===== src/sv/itrt_pkg.sv =====
// ----------------------------------------------------------------------------
// itrt_pkg
// Shared types, constants and helpers of the integer-to-text converter.
// ----------------------------------------------------------------------------
package itrt_pkg;

	localparam int VALUE_WIDTH   = 32;
	localparam int MAX_CHARS_DEF = 33;
	localparam int CAP_WIDTH     = 7;
	localparam int QUEUE_DEPTH   = 2;

	localparam logic [CAP_WIDTH-1:0] CAP_RESET = 7'd34;
	localparam logic [5:0] RADIX_MIN = 6'd2;
	localparam logic [5:0] RADIX_MAX = 6'd36;

	// status codes
	localparam logic [1:0] STAT_OK       = 2'd0;
	localparam logic [1:0] STAT_INVALID  = 2'd1;
	localparam logic [1:0] STAT_OVERFLOW = 2'd2;

	localparam logic [7:0] CHAR_ZERO  = 8'h30;
	localparam logic [7:0] CHAR_ALPHA = 8'h41;
	localparam logic [7:0] CHAR_MINUS = 8'h2D;
	localparam logic [7:0] CHAR_NUL   = 8'h00;

	// register byte addresses, word select only
	localparam logic REG_BUFFER_CAPACITY = 1'b0;

	typedef struct packed {
		logic [VALUE_WIDTH-1:0] number;
		logic                   is_signed;
		logic [5:0]             radix;
	} in_word_t;

	typedef struct packed {
		logic [7:0] character;
		logic       last;
		logic [1:0] status;
		logic [5:0] length;
	} out_word_t;

	// classified job passed from front to back
	typedef struct packed {
		logic [VALUE_WIDTH-1:0] mag;
		logic                   negative;
		logic                   invalid;
		logic [5:0]             radix;
	} job_t;

	// digit value 0..35 to upper-case ASCII
	function automatic logic [7:0] digit_char(input logic [5:0] d);
		logic [7:0] d8;
		d8 = {2'b00, d};
		if (d < 6'd10) begin
			return CHAR_ZERO + d8;
		end
		return CHAR_ALPHA + d8 - 8'd10;
	endfunction

endpackage


===== src/sv/itrt_front.sv =====
// ----------------------------------------------------------------------------
// itrt_front
// Accepts input words, flags bad radix or capacity, takes the magnitude.
// ----------------------------------------------------------------------------
module itrt_front import itrt_pkg::*; (
	input  logic                 clk,
	input  logic                 arst_n,
	input  logic                 src_valid,
	output logic                 src_stall,
	input  in_word_t             src_word,
	input  logic [CAP_WIDTH-1:0] buffer_capacity,
	output logic                 job_valid,
	output job_t                 job,
	input  logic                 job_full
);

	logic job_valid_q;
	job_t job_q;
	job_t job_c;
	logic push;
	logic take;

	always_comb begin
		job_c.radix    = src_word.radix;
		job_c.invalid  = (src_word.radix < RADIX_MIN) || (src_word.radix > RADIX_MAX) ||
			(buffer_capacity == '0);
		job_c.negative = src_word.is_signed & src_word.number[VALUE_WIDTH-1];
		// most negative value maps onto its unsigned magnitude
		job_c.mag      = job_c.negative ? (~src_word.number + 1'b1) : src_word.number;
	end

	assign push      = job_valid_q & ~job_full;
	assign src_stall = job_valid_q & job_full;
	assign take      = src_valid & ~src_stall;
	assign job_valid = job_valid_q;
	assign job       = job_q;

	always_ff @(posedge clk or negedge arst_n) begin
		if (!arst_n) begin
			job_valid_q <= 1'b0;
		end else if (take) begin
			job_valid_q <= 1'b1;
		end else if (push) begin
			job_valid_q <= 1'b0;
		end
	end

	always_ff @(posedge clk) begin
		if (take) begin
			job_q <= job_c;
		end
	end

endmodule


===== src/sv/itrt_queue.sv =====
// ----------------------------------------------------------------------------
// itrt_queue
// Short job queue between front and back.
// ----------------------------------------------------------------------------
module itrt_queue import itrt_pkg::*; (
	input  logic clk,
	input  logic arst_n,
	input  logic push_valid,
	input  job_t push_job,
	output logic full,
	output logic pop_valid,
	output job_t pop_job,
	input  logic pop
);

	localparam int PW = (QUEUE_DEPTH > 1) ? $clog2(QUEUE_DEPTH) : 1;
	localparam int NW = $clog2(QUEUE_DEPTH + 1);

	job_t          slot_q [QUEUE_DEPTH];
	logic [PW-1:0] wr_ptr_q;
	logic [PW-1:0] rd_ptr_q;
	logic [NW-1:0] fill_q;
	logic          do_push;
	logic          do_pop;

	assign full      = (fill_q == NW'(QUEUE_DEPTH));
	assign pop_valid = (fill_q != '0);
	assign pop_job   = slot_q[rd_ptr_q];
	assign do_push   = push_valid & ~full;
	assign do_pop    = pop & pop_valid;

	function automatic logic [PW-1:0] ptr_next(input logic [PW-1:0] p);
		return (p == PW'(QUEUE_DEPTH - 1)) ? '0 : p + 1'b1;
	endfunction

	always_ff @(posedge clk or negedge arst_n) begin
		if (!arst_n) begin
			wr_ptr_q <= '0;
			rd_ptr_q <= '0;
			fill_q   <= '0;
		end else begin
			if (do_push) begin
				wr_ptr_q <= ptr_next(wr_ptr_q);
			end
			if (do_pop) begin
				rd_ptr_q <= ptr_next(rd_ptr_q);
			end
			if (do_push && !do_pop) begin
				fill_q <= fill_q + 1'b1;
			end else if (do_pop && !do_push) begin
				fill_q <= fill_q - 1'b1;
			end
		end
	end

	always_ff @(posedge clk) begin
		if (do_push) begin
			slot_q[wr_ptr_q] <= push_job;
		end
	end

endmodule


===== src/sv/itrt_back.sv =====
// ----------------------------------------------------------------------------
// itrt_back
// Bit-serial radix divider, digit store and character emitter.
// ----------------------------------------------------------------------------
module itrt_back import itrt_pkg::*; #(
	parameter int MAX_CHARS = MAX_CHARS_DEF
) (
	input  logic                 clk,
	input  logic                 arst_n,
	input  logic                 job_valid,
	input  job_t                 job,
	output logic                 job_pop,
	input  logic [CAP_WIDTH-1:0] buffer_capacity,
	output logic                 dst_valid,
	input  logic                 dst_stall,
	output out_word_t            dst_word
);

	localparam int AW = $clog2(MAX_CHARS);
	localparam int CW = $clog2(MAX_CHARS + 1);
	localparam int TW = $clog2(MAX_CHARS + 2);
	localparam int BW = $clog2(VALUE_WIDTH);

	typedef enum logic [7:0] {
		S_IDLE  = 8'b0000_0001,
		S_DIV   = 8'b0000_0010,
		S_DIGIT = 8'b0000_0100,
		S_CHECK = 8'b0000_1000,
		S_SIGN  = 8'b0001_0000,
		S_READ  = 8'b0010_0000,
		S_EMIT  = 8'b0100_0000,
		S_ERR   = 8'b1000_0000
	} state_t;

	state_t                 state_q;
	logic [VALUE_WIDTH-1:0] quo_q;
	logic [5:0]             rem_q;
	logic [5:0]             radix_q;
	logic                   neg_q;
	logic [BW-1:0]          bit_q;
	logic [CW-1:0]          cnt_q;
	logic [CW-1:0]          rd_idx_q;
	logic [TW-1:0]          total_q;
	logic [TW-1:0]          sent_q;
	logic [1:0]             err_q;
	logic [7:0]             rd_data_q;
	logic [7:0]             digit_mem [MAX_CHARS];

	logic                   out_valid_q;
	out_word_t              out_q;

	logic [6:0]    rem_sh;
	logic          ge;
	logic [6:0]    rem_sub;
	logic [TW-1:0] total_c;
	logic          ovf;
	logic          out_free;
	logic          emit;
	logic          fin;
	logic [AW-1:0] rd_addr;
	logic [TW+5:0] total_wide;

	assign rem_sh   = {rem_q, quo_q[VALUE_WIDTH-1]};
	assign ge       = rem_sh >= {1'b0, radix_q};
	assign rem_sub  = rem_sh - {1'b0, radix_q};
	assign total_c  = TW'(cnt_q) + TW'(neg_q);
	assign ovf      = ({{(8-TW){1'b0}}, total_c} >= {1'b0, buffer_capacity}) ||
		(total_c > TW'(MAX_CHARS));
	assign out_free = ~out_valid_q | ~dst_stall;
	// a word is loaded into the output register this cycle
	assign emit     = out_free &
		((state_q == S_SIGN) | (state_q == S_EMIT) | (state_q == S_ERR));
	assign fin      = (sent_q + 1'b1) == total_q;
	assign rd_addr  = AW'(rd_idx_q - 1'b1);
	assign total_wide = {6'd0, total_q};
	assign job_pop  = (state_q == S_IDLE) & job_valid;

	assign dst_valid = out_valid_q;
	assign dst_word  = out_q;

	always_ff @(posedge clk or negedge arst_n) begin
		if (!arst_n) begin
			state_q     <= S_IDLE;
			out_valid_q <= 1'b0;
		end else begin
			if (emit) begin
				out_valid_q <= 1'b1;
			end else if (!dst_stall) begin
				out_valid_q <= 1'b0;
			end
			case (state_q)
				S_IDLE: begin
					if (job_valid) begin
						state_q <= job.invalid ? S_ERR : S_DIV;
					end
				end
				S_DIV: begin
					if (bit_q == BW'(VALUE_WIDTH - 1)) begin
						state_q <= S_DIGIT;
					end
				end
				S_DIGIT: begin
					if (quo_q == '0 || cnt_q == CW'(MAX_CHARS - 1)) begin
						state_q <= S_CHECK;
					end else begin
						state_q <= S_DIV;
					end
				end
				S_CHECK: begin
					if (ovf) begin
						state_q <= S_ERR;
					end else if (neg_q) begin
						state_q <= S_SIGN;
					end else begin
						state_q <= S_READ;
					end
				end
				S_SIGN: begin
					if (out_free) begin
						state_q <= fin ? S_IDLE : S_READ;
					end
				end
				S_READ: begin
					state_q <= S_EMIT;
				end
				S_EMIT: begin
					if (out_free) begin
						state_q <= fin ? S_IDLE : S_READ;
					end
				end
				S_ERR: begin
					if (out_free) begin
						state_q <= S_IDLE;
					end
				end
				default: begin
					state_q <= S_IDLE;
				end
			endcase
		end
	end

	// datapath, no reset
	always_ff @(posedge clk) begin
		case (state_q)
			S_IDLE: begin
				quo_q   <= job.mag;
				radix_q <= job.radix;
				neg_q   <= job.negative;
				rem_q   <= '0;
				bit_q   <= '0;
				cnt_q   <= '0;
				sent_q  <= '0;
				err_q   <= STAT_INVALID;
			end
			S_DIV: begin
				// restoring step: one quotient bit per cycle
				rem_q <= ge ? rem_sub[5:0] : rem_sh[5:0];
				quo_q <= {quo_q[VALUE_WIDTH-2:0], ge};
				bit_q <= bit_q + 1'b1;
			end
			S_DIGIT: begin
				digit_mem[AW'(cnt_q)] <= digit_char(rem_q);
				cnt_q <= cnt_q + 1'b1;
				rem_q <= '0;
				bit_q <= '0;
			end
			S_CHECK: begin
				total_q  <= total_c;
				rd_idx_q <= cnt_q;
				err_q    <= STAT_OVERFLOW;
			end
			S_SIGN: begin
				if (out_free) begin
					out_q.character <= CHAR_MINUS;
					out_q.last      <= fin;
					out_q.status    <= STAT_OK;
					out_q.length    <= fin ? total_wide[5:0] : 6'd0;
					sent_q          <= sent_q + 1'b1;
				end
			end
			S_READ: begin
				rd_data_q <= digit_mem[rd_addr];
				rd_idx_q  <= rd_idx_q - 1'b1;
			end
			S_EMIT: begin
				if (out_free) begin
					out_q.character <= rd_data_q;
					out_q.last      <= fin;
					out_q.status    <= STAT_OK;
					out_q.length    <= fin ? total_wide[5:0] : 6'd0;
					sent_q          <= sent_q + 1'b1;
				end
			end
			S_ERR: begin
				if (out_free) begin
					out_q.character <= CHAR_NUL;
					out_q.last      <= 1'b1;
					out_q.status    <= err_q;
					out_q.length    <= 6'd0;
				end
			end
			default: begin
			end
		endcase
	end

endmodule


===== src/sv/int_to_radix_text.sv =====
// ----------------------------------------------------------------------------
// int_to_radix_text
// Integer to ASCII text in radix 2..36, one word per result character.
// ----------------------------------------------------------------------------
// Usage:
//   src carries a value, a signed flag and a radix. dst returns the text,
//   most significant character first, '-' leading for negative signed
//   values. last marks the final word; length on it gives the char count.
//   Bad radix or zero capacity gives one word with status invalid; a text
//   that does not fit buffer_capacity (incl. terminator) gives one word
//   with status overflow.
//   Both channels: word moves when valid is high and stall is low.
// Flow:
//   Words pass the front register and the queue. The shared bit-serial
//   divider forms each digit from 32 quotient bits, then stores it. After
//   the overflow check the sign word, if any, goes out, then each digit is
//   read from the digit store read port and emitted; a stalled dst holds
//   the emitting step. The front keeps taking words into the queue while
//   the back converts.
// Reset: queue empty, back idle, buffer_capacity = 34. A stalled dst word
//   holds; the back waits and the queue then backs up to src_stall.
// ----------------------------------------------------------------------------
module int_to_radix_text import itrt_pkg::*; #(
	parameter int MAX_CHARS = MAX_CHARS_DEF
) (
	input  logic        clk,
	input  logic        arst_n,
	// input words
	input  logic        src_valid,
	output logic        src_stall,
	input  in_word_t    src_word,
	// result words
	output logic        dst_valid,
	input  logic        dst_stall,
	output out_word_t   dst_word,
	// configuration
	input  logic        psel,
	input  logic        penable,
	input  logic        pwrite,
	input  logic [2:0]  paddr,
	input  logic [31:0] pwdata,
	output logic [31:0] prdata,
	output logic        pready
);

	logic [CAP_WIDTH-1:0] cap_q;
	logic                 fj_valid;
	job_t                 fj;
	logic                 q_full;
	logic                 qj_valid;
	job_t                 qj;
	logic                 qj_pop;

	// one register, decoded on the word address bit
	assign pready = 1'b1;
	assign prdata = (paddr[2] == REG_BUFFER_CAPACITY) ?
		{{(32-CAP_WIDTH){1'b0}}, cap_q} : 32'd0;

	always_ff @(posedge clk or negedge arst_n) begin
		if (!arst_n) begin
			cap_q <= CAP_RESET;
		end else if (psel && penable && pwrite && pready &&
				paddr[2] == REG_BUFFER_CAPACITY) begin
			cap_q <= pwdata[CAP_WIDTH-1:0];
		end
	end

	itrt_front u_front (
		.clk             (clk),
		.arst_n          (arst_n),
		.src_valid       (src_valid),
		.src_stall       (src_stall),
		.src_word        (src_word),
		.buffer_capacity (cap_q),
		.job_valid       (fj_valid),
		.job             (fj),
		.job_full        (q_full)
	);

	itrt_queue u_queue (
		.clk        (clk),
		.arst_n     (arst_n),
		.push_valid (fj_valid),
		.push_job   (fj),
		.full       (q_full),
		.pop_valid  (qj_valid),
		.pop_job    (qj),
		.pop        (qj_pop)
	);

	itrt_back #(
		.MAX_CHARS (MAX_CHARS)
	) u_back (
		.clk             (clk),
		.arst_n          (arst_n),
		.job_valid       (qj_valid),
		.job             (qj),
		.job_pop         (qj_pop),
		.buffer_capacity (cap_q),
		.dst_valid       (dst_valid),
		.dst_stall       (dst_stall),
		.dst_word        (dst_word)
	);

endmodule

===== config.mk =====
export PLATFORM = sky130hd
export DESIGN_NAME = int_to_radix_text
export DESIGN_NICKNAME = d
export VERILOG_FILES = /design/src/sv/itrt_pkg.sv /design/src/sv/itrt_front.sv /design/src/sv/itrt_queue.sv /design/src/sv/itrt_back.sv /design/src/sv/int_to_radix_text.sv
export SDC_FILE = /design/constraint.sdc
export NUM_CORES = 1
export LEC_CHECK = 0
export ABC_AREA = 1
export ABC_CLOCK_PERIOD_IN_PS = 3370
export BUFFER_PORTS_ARGS = -buffer_cell sky130_fd_sc_hd__buf_2
export CAP_MARGIN = 20
export CORE_MARGIN = 2
export CORE_UTILIZATION = 34
export DETAILED_ROUTE_END_ITERATION = 16
export PLACE_DENSITY_LB_ADDON = 0.08
export SYNTH_ARGS = -nofsm -noshare
export SYNTH_HDL_FRONTEND = slang
export SYNTH_HIERARCHICAL = 1
export SYNTH_SLANG_ARGS = --single-unit

===== constraint.sdc =====
create_clock -name clk -period 3.37 [get_ports clk]
set_input_delay 0.337 -clock clk [delete_from_list [all_inputs] [get_ports clk]]
set_output_delay 0.337 -clock clk [all_outputs]
set_load 0.02 [all_outputs]

==> results of run 1 <==
worst max-delay path, cell delays in order (launching register included):
cell	delay, ns
edfxtp_1	0.40
inv_2	0.10
buf_12	0.40
nand2_2	0.19
xor2_4	0.55
inv_2	0.27
nand3_1	0.17
nand3_1	0.18
nand3_1	0.17
nand2_1	0.06
state kept, by name, indices dropped and copies added (netlist names):
| signal | flops |
|---|---|
| u_back/sent_q | 6 |
| u_queue/wr_ptr_q | 1 |
| u_back/digit_mem | 231 |
| u_queue/rd_ptr_q | 1 |
| u_queue/fill_q | 2 |
| u_back/state_q | 8 |
| u_back/dst_valid | 1 |
| u_back/total_q | 6 |
| u_front/job_valid | 1 |
| u_back/rd_data_q | 7 |
| u_back/quo_q | 32 |
| u_back/cnt_q | 6 |
| u_back/bit_q | 5 |
| u_front/job | 40 |
| u_back/err_q | 2 |
| u_back/rd_idx_q | 6 |
| u_back/neg_q | 1 |
| u_back/dst_word | 16 |
| cap_q | 7 |
| u_back/rem_q | 6 |
| u_queue/slot_q | 80 |
| u_back/radix_q | 6 |
per-stage QoR:
stage          std cells  setup WS [ns]  util [%]  instance area (µm²)  hold slack (ns)
5_1_grt             2939          0.365      39.1                24600           0.0496
2_1_floorplan       1965          0.276         -                21700           0.0414
6_report            2939          0.613      39.1                24600           0.0474
3_5_place_dp        2830          0.569      36.3                22900            0.340
3_3_place_gp        2829          0.568      36.3                22900            0.336
4_1_cts             2938          0.551      39.1                24600          0.00546
cells by family (layout without fill, tap and decap cells):
logic type / Yosys count / after routing / synth area share (%)
AOI/OAI and AO/OA: 254 / 254 / 6.70
muxes: 1 / 1 / 0.0521
adders and majority gates: 26 / 26 / 1.54
other: 3 / 27 / 0.0521
and+or+nand+nor: 896 / 896 / 19.5
xor gates and xnor gates: 27 / 27 / 1.25
DFF: 471 / 471 / 64.9
buffers and inverters: 263 / 391 / 5.91
area by class of cell:
cell class	count	area, µm²
fill	6220	38300
sequential	471	14000
multi-input combinational	1231	6460
clock buffer	69	1390
tap	846	1060
timing repair buffer	131	861
inverter	168	638
clock inverter	23	181
synth_stat cells, types with 3 or more instances:
library cell	n	area, µm²
o21ai_1	39	195
xor2_1	15	131
nand4_1	24	150
o21ai_2	5	43.8
inv_1	155	582
o21ai_0	136	681
nor3_1	12	60.1
nand3_1	112	561
nand2_1	303	1140
buf_1	3	11.3
clkbuf_1	16	60.1
nand2_2	50	313
ha_1	25	313
buf_2	28	140
inv_2	11	41.3
nand2_4	41	462
edfxtp_1	450	13500
buf_6	5	56.3
a21oi_1	14	70.1
nor2_1	317	1190
buf_4	36	270
xnor2_1	9	78.8
buf_12	4	80.1
dfstp_2	3	78.8
nor2_4	15	169
o211ai_1	50	375
conb_1	3	11.3
clkbuf_4	3	22.5
dfrtp_1	18	450
nor2_2	9	56.3
power by group through the flow:
| stage | combinational [mW] | sequential (mW) | clock [mW] |
|---|---|---|---|
| global route | 6.19 | 9.34 | 5.76 |
| floorplan | 3.66 | 9.27 | 0 |
| detailed placement | 5.53 | 9.36 | 0 |
| finish | 5.45 | 9.23 | 5.34 |
| CTS | 5.56 | 9.25 | 5.53 |
| global placement | 5.44 | 9.34 | 0 |
final timing paths:
kind	startpoint	end	slack [ns]	cells after the start
max in group asynchronous	arst_n	u_back/state_q[0]$_DFFE_PN1P_	2.72	2
hold / removal	dst_stall	u_back/dst_valid$_DFFE_PN0P_	0.05	3
hold reg to reg	u_front/job[19]$_DFFE_PP_	u_queue/slot_q[0][19]$_DFFE_PP_	0.44	0
setup / recovery	u_back/rd_idx_q[0]$_DFFE_PP_	u_back/rd_data_q[3]$_DFFE_PN_	0.61	9
min in group asynchronous	arst_n	u_queue/fill_q[0]$_DFFE_PN0P_	0.27	2
setup reg to reg	u_back/rd_idx_q[0]$_DFFE_PP_	u_back/rd_data_q[3]$_DFFE_PN_	0.61	9
what timing repair did:
item	4_1_cts	5_1_grt
endpoints found under the setup margin	0	0
endpoints found under the hold margin	33	0
hold buffers	16	0
buffers inserted	0	0
metal layers:
layer	GRT usage, %	routed length (µm)
met5	0	0
met4	5.18	1390
met3	1.87	1560
met2	25.8	24300
met1	20.7	23200
==> results.toml, run 1 <==
[critical_path]
path_class = "reg2reg"
critPathCaptureType = "flip-flop"
worstPathMaxFanout = 114
crit_arrival_ns = 3.09
cp-start-kind = "flip-flop"
required_ns = 3.70

[global_route]
grt-ovfl-total = 0
grt_pass1_vias = 13600
grt_max_degree = 115
grt_pass1_wl_um = 78800
antenna_found_initial = 0
grtUsageTotal_pct = 15.4

[synth]
synthFlopType = "edfxtp_1"
synth_cells = 1941
synth_seq_cells = 471
synth_area_per_cell_um2 = 11.1
synth_warnings = 6
netlist_area_um2 = 21600
synth_edf_count = 450
synth-async-reset-ratio_pct = 4.46
yosysUniqueCellTypes = 53
seq_area_frac_synth_pct = 64.9

[final_layout]
final_cell_mix = "edfxtp_1, nor2_1, nand2_1"
diodes = 0
nets = 2162
areaGrowthSynthToFinish_pct = 13.9
layout_commonest_cell = "edfxtp_1"
drive_gt1_share_pct = 16.4

[route]
wire_per_inst_um = 17.2
first_pass_iters = 5
wl_um = 50500
routed_via_density = 4.66
drt_iter0_drc = 879
drc = 0
vias = 13700
final_antenna_net_count = 0

[place]
hpwl_um = 32400
port-buffer-count = 78
gp_congestion = 0.793

[power]
p_switching_mw = 6.74
peakVddDrop_v = 0.000445
power.internal_mw = 13.3
pwr-share-clk_pct = 26.6
seqPwrFrac_pct = 46.1
swShare_pct = 33.7
leakage_nw = 9.44
power.total_mw = 20.0
combPwrFrac_pct = 27.2
pwr_density_cell_nw_per_um2 = 813

[timing]
hold_viol_final = 0
clock.fmax_mhz = 363
worstMarginPinSlew_ns = 0.867
slew_violations = 0
slew_headroom_pct = 42.0
min_period_ns = 2.76
setup_viol = 0
post-route-period-util_pct = 81.8
rsz0062_at_grt = "false"
fin_worst_skew_ns = 0.0235
tns_ns = 0

[floorplan]
core_area_um2 = 63000
die_h_um = 256
num_rows = 92
start_util_pct = 34.3
dieArea_um2 = 65600
die_x_um = 256
io_pins = 133

[outcome]
status = "finished clean"

[min_path]
hold_class = "in2reg"

[clock_network]
clock-root-buffer = "clkbuf_16"
cts_htree_levels = 2
clock_insertion_delay_worst_skew_ns = 0.60
cts_tree = "built"
clk_pin_slew_ns = 0.06
cts_resized = 0
clock_sinks = 471
cts_max_path_buffers = 3
cts_inserted_buffers = 52

[flow_run]
maxCapViolations = 0
Note: power is estimated with default switching activity, not from simulation.
==> run 2, diff against run 1 <==
Settings changed: ABC_CLOCK_PERIOD_IN_PS 3370 to 2400.
Clock period 3.37 ns to 2.4 ns, I/O delays scaled along.
==> run 2 against run 1 <==
Effect of this change:
- wire length down 1.9%
- non-clock buffer count up 74
- cell area up 3.0%
- sequential share of layout area down 1.7 points
- utilization up 1.2 points
- power up 42%
- first-iteration DRC count down 13%
- clock-buffer cell count down 4
- register-to-register slack worse by 0.45 ns
- global-route usage down 0.26 points
- sequential cell count unchanged
- largest power group unchanged
==> results.toml, run 2 (synthesized netlist as in run 1, its figures left out) <==
[final_layout]
layout_commonest_cell = "edfxtp_1"
top_register = "u_back/digit_mem"
final_cell_mix = "edfxtp_1, nor2_1, nand2_1"
diodes = 0
areaGrowthSynthToFinish_pct = 17.3
fillers = 6178
final_cell_area_um2 = 25400
fin_util_pct = 40.3
nets = 2236
drive_gt1_share_pct = 18.7
largest_reg_flops = 231

[floorplan]
core_area_um2 = 63000
die_x_um = 256
start_util_pct = 34.3
io_pins = 133
dieArea_um2 = 65600
die_h_um = 256
num_rows = 92

[critical_path]
worst_r2r_endpoint = "u_back/rd_data_q[0]$_DFFE_PN_"
critPathCaptureType = "flip-flop"
critical_path.top_delay_family = "simple AND/OR/NAND/NOR gates"
path_buf_inv = 2
cp-start-kind = "flip-flop"
worstPathMaxFanout = 41
r2r_cells = 9
crit_arrival_ns = 2.70
path_common_cell = "nand3_1"
r2r_start = "u_back/rd_idx_q[0]$_DFFE_PP_"
r2r_setup_slack_ns = 0.16
cp-startpoint = "u_back/rd_idx_q[0]$_DFFE_PP_"
slowest_delay_ns = 0.48
cp_cell_sequence = "inv_2 > ha_2 > buf_12 > o21ai_0 > o211ai_1 > nand3_1 > nand3_1 > nand3_1 > nand2_1"
slowest_stage = "ha_2"
path_class = "reg2reg"
required_ns = 2.86

[power]
combPwrFrac_pct = 28.7
pwr_density_cell_nw_per_um2 = 1120
leakage_nw = 9.86
power.internal_mw = 19.1
pwr-share-clk_pct = 26.1
peakVddDrop_v = 0.000712
p_switching_mw = 9.41
seqPwrFrac_pct = 45.2
swShare_pct = 33.0

[timing]
min_period_ns = 2.24
hold_viol_final = 0
fin_worst_skew_ns = 0.0202
setup_viol = 0
clock.fmax_mhz = 447
worstMarginPinSlew_ns = 0.615
slew_headroom_pct = 59.0
post-route-period-util_pct = 93.3
slew_violations = 0
rsz0062_at_grt = "false"

[min_path]
min-delay-start = "src_word[36]"
hold_path_depth = 3
hold_class = "in2reg"
hold-path-endpoint = "u_front/job[37]$_DFFE_PP_"

[route]
final_antenna_net_count = 0
vias = 13800
drc = 0
first_pass_iters = 7
wl_um = 49600
routed_via_density = 4.56
drt_iter0_drc = 767
wire_per_inst_um = 16.4

[clock_network]
cts_tree = "built"
clock_sinks = 471
cts_max_path_buffers = 3
cts_inserted_buffers = 52
clock_insertion_delay_worst_skew_ns = 0.59
clock-root-buffer = "clkbuf_16"
clk_pin_slew_ns = 0.06
cts_htree_levels = 2

[global_route]
grt-ovfl-total = 0
grtUsageTotal_pct = 15.1
grt_max_degree = 113
grt_pass1_wl_um = 77800
antenna_found_initial = 0
grt_pass1_vias = 13600

[place]
gp_congestion = 0.810
hpwl_um = 32600
port-buffer-count = 78
placed_area_um2 = 23400

[flow_run]
maxCapViolations = 0

[outcome]
status = "finished clean"
## run 2: cell count changes in the layout (fill, tap and decap cells not counted), sizes merged
cell,previous run,this run
clkbuf,69,65
clkinvlp,2,0
buf,115,171
dlygate4sd3,16,34
clkinv,19,29
## run 2: routing by layer
layer	global-route usage, %	up-vias	routed length [µm]
met1	20.3	6569	22900
li1	-	6956	-
met5	0	-	0
met4	4.24	0	971
met3	2.09	62	1610
met2	25.5	183	24000
## run 2: how the worst max path moves through the flow
stage                                                   to  depth (start not counted)  slack [ns]
after floorplan           u_back/digit_mem[0][2]$_DFFE_PP_                          8       -0.05
after global placement       u_back/rem_q[4]$_SDFFCE_PP0P_                          8        0.11
after detailed placement     u_back/rem_q[2]$_SDFFCE_PP0P_                          8        0.09
after CTS                    u_back/rem_q[2]$_SDFFCE_PP0P_                          8        0.11
after global routing         u_back/state_q[7]$_DFFE_PN0P_                         15        0.03
final                        u_back/rd_data_q[0]$_DFFE_PN_                          9        0.16
## run 2: worst reg2reg max path: cells and delay by family, from the launching register on
family                     cells  cell delay [ns]
and+or+nand+nor                4             0.49
adders and majority gates      1             0.48
buffers and inverters          2             0.34
AOI/OAI and AO/OA              2             0.41
DFF                            1             0.41
## run 2: through the flow
step / TNS [ns] / total power [mW] / setup WS, ns / hold WS [ns] / instances
CTS: 0 / 28.9 / 0.107 / 0.000380 / 3014
global route: 0 / 30.4 / 0.0332 / 0.0412 / 3017
finish: 0 / 28.5 / 0.162 / 0.0388 / 3017
floorplan: -4.41 / 18.2 / -0.0473 / -0.0556 / 1965
global placement: 0 / 21.2 / 0.115 / 0.249 / 2884
detailed placement: 0 / 21.3 / 0.0866 / 0.247 / 2884
## run 2: power groups by stage
stage                     clock network [mW]  registers [mW]  logic [mW]
after floorplan                            0            13.0        5.21
after global placement                     0            13.0        8.15
after detailed placement                   0            13.0        8.23
after CTS                               7.73            12.9        8.29
after global routing                    8.05            13.0        9.30
final                                   7.45            12.9        8.18
## run 2: area by class of cell
| cell class | count | area [µm²] | share of cell area, % |
|---|---|---|---|
| clock inverter | 31 | 211 | 0.834 |
| clock buffer | 65 | 1370 | 5.41 |
| multi-input combinational | 1231 | 6480 | 25.5 |
| sequential | 471 | 14000 | 55.4 |
| inverter | 168 | 638 | 2.52 |
| tap | 846 | 1060 | 4.17 |
| timing repair buffer | 205 | 1570 | 6.18 |
## run 2: timing repair
item / in CTS / in global routing
setup buffers: 0 / 3
endpoints found under the setup margin: 0 / 79
gates resized for setup: 0 / 3
hold buffers: 34 / 0
hold endpoints to repair: 55 / 0
==> run 3, diff against run 2 <==
Settings changed: CTS_CLUSTER_SIZE set to 16, RECOVER_POWER set to 100.
==> run 3 against run 2 <==
Effect of this change:
- utilization decreased by 0.56 points
- highest routed layer unchanged
- die area unchanged
- critical endpoint is now u_back/rd_data_q[1]$_DFFE_PN_
- largest power group unchanged
- clock-buffer cell count unchanged
- largest cell class unchanged
==> results.toml, run 3 (synthesized netlist as in run 1, its figures left out) <==
[global_route]
grt_pass1_wl_um = 77800
grt_max_degree = 113
grtUsageTotal_pct = 15.1
grt-ovfl-total = 0
antenna_found_initial = 0
grt_pass1_vias = 13600

[timing]
slew_headroom_pct = 16.1
worstMarginPinSlew_ns = 1.26
setup_viol = 0
rsz0062_at_grt = "false"
hold_viol_final = 0
fin_worst_skew_ns = 0.0205
slew_violations = 0
post-route-period-util_pct = 93.0
min_period_ns = 2.23
clock.fmax_mhz = 448

[floorplan]
num_rows = 92
io_pins = 133
core_area_um2 = 63000
dieArea_um2 = 65600
start_util_pct = 34.3
die_x_um = 256
die_h_um = 256

[critical_path]
slowest_stage = "ha_2"
cp_cell_sequence = "inv_2 > ha_2 > buf_12 > nor2_1 > o21ai_0 > o211ai_1 > nand3_1 > nand3_1 > nand3_1 > nand2_1"
critPathCaptureType = "flip-flop"
worstPathMaxFanout = 26
path_class = "reg2reg"
slowest_delay_ns = 0.48
required_ns = 2.73
r2r_setup_slack_ns = 0.17
cp-start-kind = "flip-flop"
critical_path.top_delay_family = "simple AND/OR/NAND/NOR gates"
crit_arrival_ns = 2.57
path_common_cell = "nand3_1"
path_buf_inv = 2

[final_layout]
areaGrowthSynthToFinish_pct = 15.7
drive_gt1_share_pct = 14.7
largest_reg_flops = 231
top_register = "u_back/digit_mem"
layout_commonest_cell = "edfxtp_1"
final_cell_mix = "edfxtp_1, nor2_1, nand2_1"
nets = 2236
stdcell_count = 3017
diodes = 0

[route]
vias = 13800
wl_um = 49700
wire_per_inst_um = 16.5
first_pass_iters = 5
final_antenna_net_count = 0
drt_iter0_drc = 750
routed_via_density = 4.58
drc = 0

[place]
placed_cells = 2884
gp_congestion = 0.810
hpwl_um = 32600
port-buffer-count = 78

[flow_run]
maxCapViolations = 0

[outcome]
status = "finished clean"

[clock_network]
clock_sinks = 471
clock_insertion_delay_worst_skew_ns = 0.59
cts_max_path_buffers = 3
clk_pin_slew_ns = 0.06
cts_tree = "built"
cts_inserted_buffers = 52
cts_htree_levels = 2
clock-root-buffer = "clkbuf_16"

[min_path]
hold_class = "in2reg"

[power]
peakVddDrop_v = 0.000736
leakage_nw = 9.65
pwr_density_cell_nw_per_um2 = 1130
power.total_mw = 28.2
run 3: layout make-up:
| class | instances | area, µm² |
|---|---|---|
| Fill cell | 6262 | 38000 |
| Multi-Input combinational cell | 1231 | 6320 |
| Sequential cell | 471 | 14000 |
| Clock inverter | 31 | 211 |
| Tap cell | 846 | 1060 |
| Timing Repair Buffer | 205 | 1370 |
| Inverter | 168 | 638 |
| Clock buffer | 65 | 1370 |
run 3: worst paths after layout:
check                                                       end                    startpoint  cells after the start
worst max-delay path              u_back/rd_data_q[1]$_DFFE_PN_  u_back/rd_idx_q[0]$_DFFE_PP_                     10
worst min-delay path                  u_front/job[37]$_DFFE_PP_                  src_word[36]                      3
worst max register to register    u_back/rd_data_q[1]$_DFFE_PN_  u_back/rd_idx_q[0]$_DFFE_PP_                     10
worst min register to register  u_queue/slot_q[0][22]$_DFFE_PP_     u_front/job[22]$_DFFE_PP_                      0
max in group asynchronous         u_back/state_q[3]$_DFFE_PN0P_                        arst_n                      2
min in group asynchronous         u_front/job_valid$_DFFE_PN0P_                        arst_n                      2
run 3: layer usage:
metal	vias up	global-route usage, %	wire length (µm)
met5	-	0	0
met4	0	4.24	937
met3	56	2.09	1590
met2	172	25.5	24200
met1	6637	20.3	22900
li1	6961	-	-
run 3: worst register-to-register path, stage by stage, from the launching register on:
cell,delay [ns]
edfxtp_1,0.41
inv_2,0.08
ha_2,0.48
buf_12,0.21
nor2_1,0.07
o21ai_0,0.09
o211ai_1,0.17
nand3_1,0.17
nand3_1,0.13
nand3_1,0.11
nand2_1,0.07
run 3: per-stage QoR:
stage	utilization, %	instance area [µm²]	setup slack [ns]	setup TNS [ns]	hold WS (ns)
final	39.7	25000	0.167	0	0.0471
after global placement	37.2	23400	0.115	0	0.249
after floorplan	-	21700	-0.0473	-4.41	-0.0556
after detailed placement	37.2	23400	0.0866	0	0.247
after global routing	39.7	25000	0.0214	0	0.0412
after CTS	40.2	25300	0.107	0	0.000380
run 3: report_power, final:
group	switching [mW]	total (mW)	internal (mW)
combinational	5.57	7.85	2.28
sequential	0.642	12.9	12.2
clock	3.10	7.44	4.34
run 3: timing repair:
action | in CTS | in global routing
endpoints found under the hold margin | 55 | 0
endpoints found under the setup margin | 0 | 79
setup buffers | 0 | 3
resized for setup | 0 | 3
hold buffers | 34 | 0
